File: config.mk
export PLATFORM = sky130hd
export DESIGN_NAME = fp32_multiply_ftz_rne
export DESIGN_NICKNAME = d
export VERILOG_FILES = /design/src/hw/rtl/fpm_pkg.sv /design/src/hw/rtl/fpm_core.sv /design/src/hw/rtl/fp32_multiply_ftz_rne.sv
export SDC_FILE = /design/constraint.sdc
export NUM_CORES = 2
export LEC_CHECK = 0
export BUFFER_PORTS_ARGS = -buffer_cell sky130_fd_sc_hd__buf_2
export CAP_MARGIN = 30
export CORE_AREA = 2 2 255 257
export CTS_BUF_LIST = sky130_fd_sc_hd__clkbuf_4 sky130_fd_sc_hd__clkbuf_8 sky130_fd_sc_hd__clkbuf_16
export DETAILED_ROUTE_END_ITERATION = 8
export DIE_AREA = 0 0 257 259
export MAX_ROUTING_LAYER = met4
export PLACE_DENSITY_LB_ADDON = 0.08
export SLEW_MARGIN = 15
export SYNTH_ARGS = -nofsm -noshare
export SYNTH_HDL_FRONTEND = slang
export SYNTH_HIERARCHICAL = 1
export SYNTH_SLANG_ARGS = --single-unit
File: constraint.sdc
create_clock -name clock -period 11.3 [get_ports clock]
set_input_delay 1.695 -clock clock [delete_from_list [all_inputs] [get_ports clock]]
set_output_delay 1.695 -clock clock [all_outputs]
set_load 0.02 [all_outputs]
File: src/hw/rtl/fpm_pkg.sv
// Package for the single-precision multiplier: field widths and types.
// No dependencies.
package fpm_pkg;
   localparam int ExpWidth  = 8;
   localparam int FracWidth = 23;
   localparam int WordWidth = 32;
   localparam int SigWidth  = FracWidth + 1;
   localparam int ProdWidth = 2 * SigWidth;
   localparam int ExpCalcWidth = ExpWidth + 2;
   localparam logic [ExpWidth-1:0] ExpOnes = {ExpWidth{1'b1}};
   localparam logic [ExpCalcWidth-1:0] ExpBias =
      ExpCalcWidth'((1 << (ExpWidth - 1)) - 1);

   typedef logic [WordWidth-1:0] word_type;
endpackage

File: src/hw/rtl/fpm_core.sv
// Combinational multiply datapath: classify, multiply, normalize, round, pack.
// Depends on fpm_pkg.
module fpm_core (
   input  fpm_pkg::word_type a,
   input  fpm_pkg::word_type b,
   output fpm_pkg::word_type p
);
   import fpm_pkg::*;

   logic                    sa, sb, sign;
   logic [ExpWidth-1:0]     ea, eb;
   logic [FracWidth-1:0]    fa, fb;
   logic                    za, zb, ia, ib, na, nb;
   logic [ProdWidth-1:0]    prod;
   logic [ProdWidth-1:0]    norm;
   logic [ExpCalcWidth-1:0] expo;
   logic [SigWidth:0]       kept;
   logic                    guard, sticky;
   logic [FracWidth-1:0]    frac_r;

   always_comb begin
      sa = a[FracWidth+ExpWidth];
      sb = b[FracWidth+ExpWidth];
      ea = a[FracWidth +: ExpWidth];
      eb = b[FracWidth +: ExpWidth];
      fa = a[FracWidth-1:0];
      fb = b[FracWidth-1:0];
      sign = sa ^ sb;
      za = (ea == '0);
      zb = (eb == '0);
      ia = (ea == ExpOnes) && (fa == '0);
      ib = (eb == ExpOnes) && (fb == '0);
      na = (ea == ExpOnes) && (fa != '0);
      nb = (eb == ExpOnes) && (fb != '0);
      prod = {1'b1, fa} * {1'b1, fb};
      expo = ExpCalcWidth'(ea) + ExpCalcWidth'(eb) - ExpBias;
      if (prod[ProdWidth-1]) begin
         norm = prod;
         expo = expo + 1'b1;
      end else begin
         norm = {prod[ProdWidth-2:0], 1'b0};
      end
      kept = {1'b0, norm[ProdWidth-1 -: SigWidth]};
      guard = norm[ProdWidth-1-SigWidth];
      sticky = |norm[ProdWidth-2-SigWidth:0];
      if (guard && (sticky || kept[0])) begin
         kept = kept + 1'b1;
      end
      if (kept[SigWidth]) begin
         frac_r = kept[FracWidth:1];
         expo = expo + 1'b1;
      end else begin
         frac_r = kept[FracWidth-1:0];
      end
      if (na || nb || (za && ib) || (ia && zb)) begin
         p = {sign, ExpOnes, {FracWidth{1'b1}}};
      end else if (ia || ib) begin
         p = {sign, ExpOnes, {FracWidth{1'b0}}};
      end else if (za || zb || expo[ExpCalcWidth-1] || (expo == '0)) begin
         p = {sign, {(WordWidth-1){1'b0}}};
      end else if (expo >= ExpCalcWidth'(ExpOnes)) begin
         p = {sign, ExpOnes, {FracWidth{1'b0}}};
      end else begin
         p = {sign, expo[ExpWidth-1:0], frac_r};
      end
   end
endmodule

File: src/hw/rtl/fp32_multiply_ftz_rne.sv
// Top level: input register, multiply datapath, output register.
// Depends on fpm_pkg and fpm_core.
// A request is registered in the input register; its product is then registered
// in the output register and offered as the response, held while rsp_stall is high.
// Throughput: one operand pair per cycle through the single-pass datapath, unless rsp_stall backs up the pipe.
// Reset: synchronous, active high; clears both stage valid flags.
module fp32_multiply_ftz_rne (
   input  logic              clock,
   input  logic              reset,
   input  logic              req_valid,
   output logic              req_stall,
   input  fpm_pkg::word_type req_operand_a,
   input  fpm_pkg::word_type req_operand_b,
   output logic              rsp_valid,
   input  logic              rsp_stall,
   output fpm_pkg::word_type rsp_product
);
   import fpm_pkg::*;

   logic     in_vld_ff, in_vld_in, out_vld_ff, out_vld_in;
   word_type a_ff, b_ff, p_ff, p_comb;
   logic     adv_out, adv_in;

   fpm_core u_core (.a(a_ff), .b(b_ff), .p(p_comb));

   assign adv_out   = !out_vld_ff || !rsp_stall;
   assign adv_in    = !in_vld_ff || adv_out;
   assign req_stall = !adv_in;
   assign in_vld_in = adv_in ? req_valid : in_vld_ff;
   assign out_vld_in = adv_out ? in_vld_ff : out_vld_ff;
   assign rsp_valid = out_vld_ff;
   assign rsp_product = p_ff;

   always_ff @(posedge clock) begin
      if (reset) begin
         in_vld_ff  <= 1'b0;
         out_vld_ff <= 1'b0;
      end else begin
         in_vld_ff  <= in_vld_in;
         out_vld_ff <= out_vld_in;
      end
   end

   always_ff @(posedge clock) begin
      if (adv_in) begin
         a_ff <= req_operand_a;
         b_ff <= req_operand_b;
      end
      if (adv_out) begin
         p_ff <= p_comb;
      end
   end

`ifndef SYNTH
   a_hold: assert property (@(posedge clock) disable iff (reset)
      (rsp_valid && rsp_stall) |=> (rsp_valid && $stable(rsp_product)))
      else $error("stalled response changed");
   a_stall: assert property (@(posedge clock) disable iff (reset)
      req_stall |-> (in_vld_ff && out_vld_ff && rsp_stall))
      else $error("request stalled without a full pipe");
   a_move: assert property (@(posedge clock) disable iff (reset)
      (in_vld_ff && !req_stall) |=> rsp_valid)
      else $error("staged item lost");
`endif
endmodule

[Word-level counts from Yosys, hierarchy flattened]
Index checks and enable logic that the tools add are counted.
Widths: inputs -> output; s select.
Word-level totals
  logic and storage cells: 55
  input bits: 68
  register bits: 98
  memories: 0
  output and inout port bits: 34
  bits in writable memories: 0
  bits in latches: 0
  ROM bits: 0
Operators by class
  shifts and indexed selects: 0
  multiply operators: 1
  muxes and demuxes: 8
  bitwise logic cells: 1
  reductions and logical operators: 30
  divide/modulo/power cells: 0
  equal/unequal tests: 2
  $add $sub $neg: 5
  $lt $le $gt $ge: 1
Operator list (number)
  $mux 31: 3
  $mul 24x24->48: 1
  $mux 48: 1
  $logic_not 23->1: 2
  $reduce_bool 23->1: 2
  $add 24x1->25 const B: 1
  $mux 25: 1
  $mux 23: 1
  $reduce_or 23->1: 1
  $add 10x1->10 const B: 2
  $mux 10: 2
  $eq 8x8->1 const B: 2
  $logic_not 8->1: 2
  $ge 10x8->1 const B: 1
  $logic_not 10->1: 1
  $logic_or 1x1->1: 10
  $sub 10x7->10 const B: 1
  $add 8x8->9: 1
  $logic_and 1x1->1: 7
  $logic_not 1->1: 4
  $reduce_or 2->1: 1
  $xor 1x1->1: 1

[Longest topological paths before layout]
  word-level depth: 11
  gate-level depth with buffers: 42
  gate-level depth less buffers: 34

[Cells and area by module]
Netlist, hierarchy kept.
By module, submodules not included
  fpm_core: area each 22293.9 um^2, seq. area each 0.0 um^2, times used 1, cells an instance 2702
  fp32_multiply_ftz_rne: area each 2962.8 um^2, seq. area each 2922.8 um^2, times used 1, cells an instance 105

[Least setup slack after synthesis]
No wires, ideal clock.
  path kind: flip-flop to flip-flop
  start point: register a_ff[13]
  end point: register p_ff[13], in the netlist rsp_product[13], data pin
  cell stages (with the launch flop): 43
  path slack: 1.738 ns
  data arrival time: 9.397 ns
  period minus slack after synthesis: 9.562 ns
  data required time: 11.135 ns
  path buffers: 9
  setup time: 0.165 ns
  path through: edfxtp_1 clkbuf_1 nand2_1 fa_1 inv_1 fa_1 inv_1 fa_1 inv_1 fa_1 inv_1 fa_1 inv_1 fa_1 inv_1 fa_1 inv_1 ha_1 (+7 left out) o21ai_1 buf_2 nand2_1 clkbuf_1 a21oi_1 inv_1 ha_1 o211a_1 buf_4 nand4_1 nor4_1 o21ai_1 o31a_1 buf_2 or4_1 buf_2 buf_6 o31ai_2
On the way
  cells in the longest elaborated chain, start to end: 11
  elaborated cells on any way between the ends: 27
  classes of those cells: 2 x add/sub; 1 x mul; 1 x order compare; 8 x mux; 15 x reduce/logical
RTL lines
  from (decl): RTL line fp32_multiply_ftz_rne.sv:21  | word_type a_ff, b_ff, p_ff, p_comb;
  from (signal assigned): RTL line fp32_multiply_ftz_rne.sv:46  | a_ff <= req_operand_a;
  parallel branches: the longest is 11 deep, another holds $mul 24x24->48
  to (signal assigned): RTL line fp32_multiply_ftz_rne.sv:50  | p_ff <= p_comb;
  to (decl): RTL line fp32_multiply_ftz_rne.sv:21
Several ways; the timed one is not identified.
A chain may end at the register's enable or synchronous reset.

[Final worst setup path]
  start point: register b_ff[4]
  end point: register p_ff[7], in the netlist rsp_product[7], data pin
On the way
  cells in the longest elaborated chain, start to end: 11
  elaborated cells on any way between the ends: 27
  classes of those cells: 2 x add/sub; 1 x mul; 1 x order compare; 8 x mux; 15 x reduce/logical
RTL lines
  from (decl): RTL line fp32_multiply_ftz_rne.sv:21
  from (signal assigned): RTL line fp32_multiply_ftz_rne.sv:47  | b_ff <= req_operand_b;
  parallel branches: the longest is 11 deep, another holds $mul 24x24->48
Several ways; the timed one is not identified.

==> results.md <==
Outcome:
- The run finished with clean final reports.

Routing:
- Across all layers, the routed design uses 19374 vias.
- The total iterations of the first detailed-routing run is 5.
- The count of nets left with antenna violations once routing finished came out at 0.
- The final wirelength is roughly 78000 microns.
- The detailed router finished its first iteration with 1352 violations.
- The vias per cell is 5.21.
- The DRC violation count after routing is 0.
- Dividing the detail-routed wire length by the instance count gives 21.1 microns.

Setup path:
- The largest fanout of any net on the critical path is 23.
- The kind of start point of the critical path is a flop.
- The most prevalent standard cell on the critical path is fa_1.
- STA classifies the critical path endpoint as a flop.
- The critical path is of the reg -> reg type.
- The setup slack of the most critical reg-to-reg path is between 0.6 and 0.7 ns.
- For the worst setup path, the data required time is approximately 11 ns.
- The longest individual stage delay on the worst path is 0.77 ns.
- The slowest stage cell on the critical path is edfxtp_1.
- The critical path arrival is approximately 11 ns.

Global routing:
- The total overflow left after global routing is 0.
- The number of antenna violations at the first check in global routing is 5.
- Entering global routing, the biggest net connects 40 pins.
- The first-pass GRT wire length is about 120000 microns.
- The via count of the first global-routing pass is 20683.
- In the global route stage, overall resource usage came out at 25.2%.

Job:
- The count of max-cap constraint violations is 0.

Yosys:
- The yosys synthesis warning count is 6.
- The proportion of register bits with asynchronous set or reset after synthesis is 0%.
- The net count after synthesis is 3549.
- The top flip-flop cell by instance count after synthesis is edfxtp_1.
- The flip-flop and latch count after synthesis is 98.
- Counting flops with a built-in enable in the synthesized netlist gives 96.
- Synthesis handed over a netlist of 2807 instances.
- Yosys mapped the design onto 99 distinct sky130hd cell types.
- Of all cell types, the one taking the most synthesized area is fa_1.
- The top cell type's share of synthesized area is about two fifths.
- The average instance in the mapped netlist occupies 9.00 sq um.
- Ranked by total cell area, the synthesized netlist is headed by fa_1 (38%), edfxtp_1 (11%), ha_1 (9.5%).
- In this run the cell area of the synthesized design comes to 25300 sq um.
- The sequential-to-total area share from yosys stat is a little under an eighth.

Placement:
- After legalization and detailed placement, the total HPWL measured 65300 microns.
- The total placed instance area is 26800 sq um.
- The count of buffers added on input and output ports is 101.
- The congestion estimate from routability-driven global placement came to 0.893.

Clocking:
- The clock reaches the later pin of the worst-skew pair after 0.39 ns.
- The tree built by TritonCTS fans out to 98 sinks.
- The longest clock path from root to sink contains 2 buffers.
- TritonCTS built the clock tree.
- The TritonCTS buffer count is 9.
- The H-tree was split into 3 levels.
- The clock slew at the register clock pins of the worst setup and hold paths is around 0.1 ns.
- For this design, the CTS-stage hold fixing added 0 buffers.
- In this run the clock root is driven by a clkbuf_16.
- The post-cts gate resize count is 0.

Die:
- The number of cell rows is 93.
- The placeable core area is 63900 sq um.
- The floorplan die height is 259 microns.
- 102 I/O pins were placed.
- The total die area is around 67000 sq um.
- The die is 257 microns wide.
- The starting density of the core is 39.5%.

STA:
- The measured slew at the worst slew-check pin is around 0.99 ns.
- The number of hold violations in the final report is 0.
- The top achievable clock speed is 94.1 MHz.
- Across all hold checks on the routed design, the worst slack comes to roughly 0.54 ns.
- For the finished layout, the period the worst path requires is 10.62 ns.
- Setup violations remaining at the end of the flow were counted as 0.
- The number of max-slew violations in the final report is 0.
- The normalized max-slew margin is between 30% and 40%.
- Adding up every negative setup slack in the final design gives 0 ns.
- The post-route clock period utilization is 94.0%.
- Between clock sinks in the finished design, the worst skew comes to 0.0244 ns.
- Setup repair after global routing left no endpoint under its margin.

Cells and area:
- The area growth from synthesis to layout is 8.04%.
- The sequential standard cell area is 2920 sq um.
- Summing all multi-input logic gate instances after layout gives 19500 sq um.
- The fraction of final layout cells with drive strength greater than 1 is 8.67%.
- The final cell area excluding filler cells is 27300 sq um.
- The filler cell count is 6424.
- Once layout is complete, the utilization of the core stands at between 40 and 50%.
- The commonest non-fill, non-tap cell in the layout is inv_1.
- Leaving out fill and tap cells, the most frequent cells in the layout are inv_1 (577), fa_1 (483), nand2_1 (366).
- The post-layout net count is 3598.

Hold path:
- The worst hold path class is reg -> reg.
-- metrics by stage --
| step | setup WS (ns) | cells |
|---|---|---|
| 2_1_floorplan | 1.74 | 2807 |
| 3_3_place_gp | 0.743 | 3684 |
| 3_5_place_dp | 0.645 | 3690 |
| 4_1_cts | 0.546 | 3706 |
| 5_1_grt | 0.0698 | 3717 |
| 6_report | 0.677 | 3718 |
-- metal layers --
layer  routed length (microns)  global-route usage, %
met5                         0                      -
met4                      1640                   5.85
met3                      4210                   3.55
met2                     36000                   39.3
met1                     36500                   35.0
-- cell usage after synthesis (6+ instances only) --
master and count:
or4_1 6, nor4_1 22, xnor2_1 44, ha_1 191
nand2b_1 7, a311oi_1 7, o21ai_0 60, and4_1 6
fa_1 483, buf_2 27, inv_1 577, a21o_1 14
nand3_1 27, o21a_1 14, o31ai_2 7, xor2_1 27
o211ai_1 11, a21boi_0 7, a31oi_1 10, buf_4 7
clkbuf_1 104, a21oi_1 72, nor3_1 31, mux2i_1 12
and2_1 221, o21ai_1 24, edfxtp_1 96, nand2_1 366
o31ai_1 6, o21bai_1 8, nor2_1 129, and3_1 11
nand4_1 30, a211oi_1 14
-- state kept, by name (all words and copies together) (netlist names) --
signal,flops
a_ff,32
b_ff,32
rsp_product,32
in_vld_ff,1
rsp_valid,1
-- worst paths after layout --
path | startpoint | end | cells after the start
setup / recovery | b_ff[4] | rsp_product[7] | 34
setup reg to reg | b_ff[4] | rsp_product[7] | 34
hold / removal | in_vld_ff | rsp_valid | 2
hold reg to reg | in_vld_ff | rsp_valid | 2
-- critical path: cells and delay by family (launching register included) --
kind,cells,cell delay (ns)
DFF,1,0.77
buffers and inverters,9,1.18
and+or+nand+nor,6,1.91
AOI/OAI and AO/OA,10,2.47
adders and majority gates,9,4.04
-- layout make-up --
type,instances,share of cell area [%]
Antenna cell,2,0.0183
Clock buffer,9,0.825
Clock inverter,7,0.339
Inverter,582,8.01
Multi-Input combinational cell,1985,71.6
Sequential cell,98,10.7
Tap cell,855,3.92
Timing Repair Buffer,180,4.56
-- logic make-up (layout without fill, tap and decap cells) --
family                     after synthesis  after routing  synth area share [%]
adders and majority gates              675            675                  47.8
other                                    0              2                     0
muxes                                   17             17                 0.743
buffers and inverters                  724            778                  11.1
and+or+nand+nor                        898            898                  17.4
DFF                                     98             98                  11.6
AOI/OAI and AO/OA                      324            324                  8.94
xor gates and xnor gates                71             71                  2.46
-- timing repair --
action,4_1_cts,5_1_grt
endpoints found under the setup margin,0,2
hold endpoints to repair,0,0
setup buffers,0,7
Power is not shown: default switching activity piles up to over one toggle a cycle in this logic, so the estimate is an artifact.
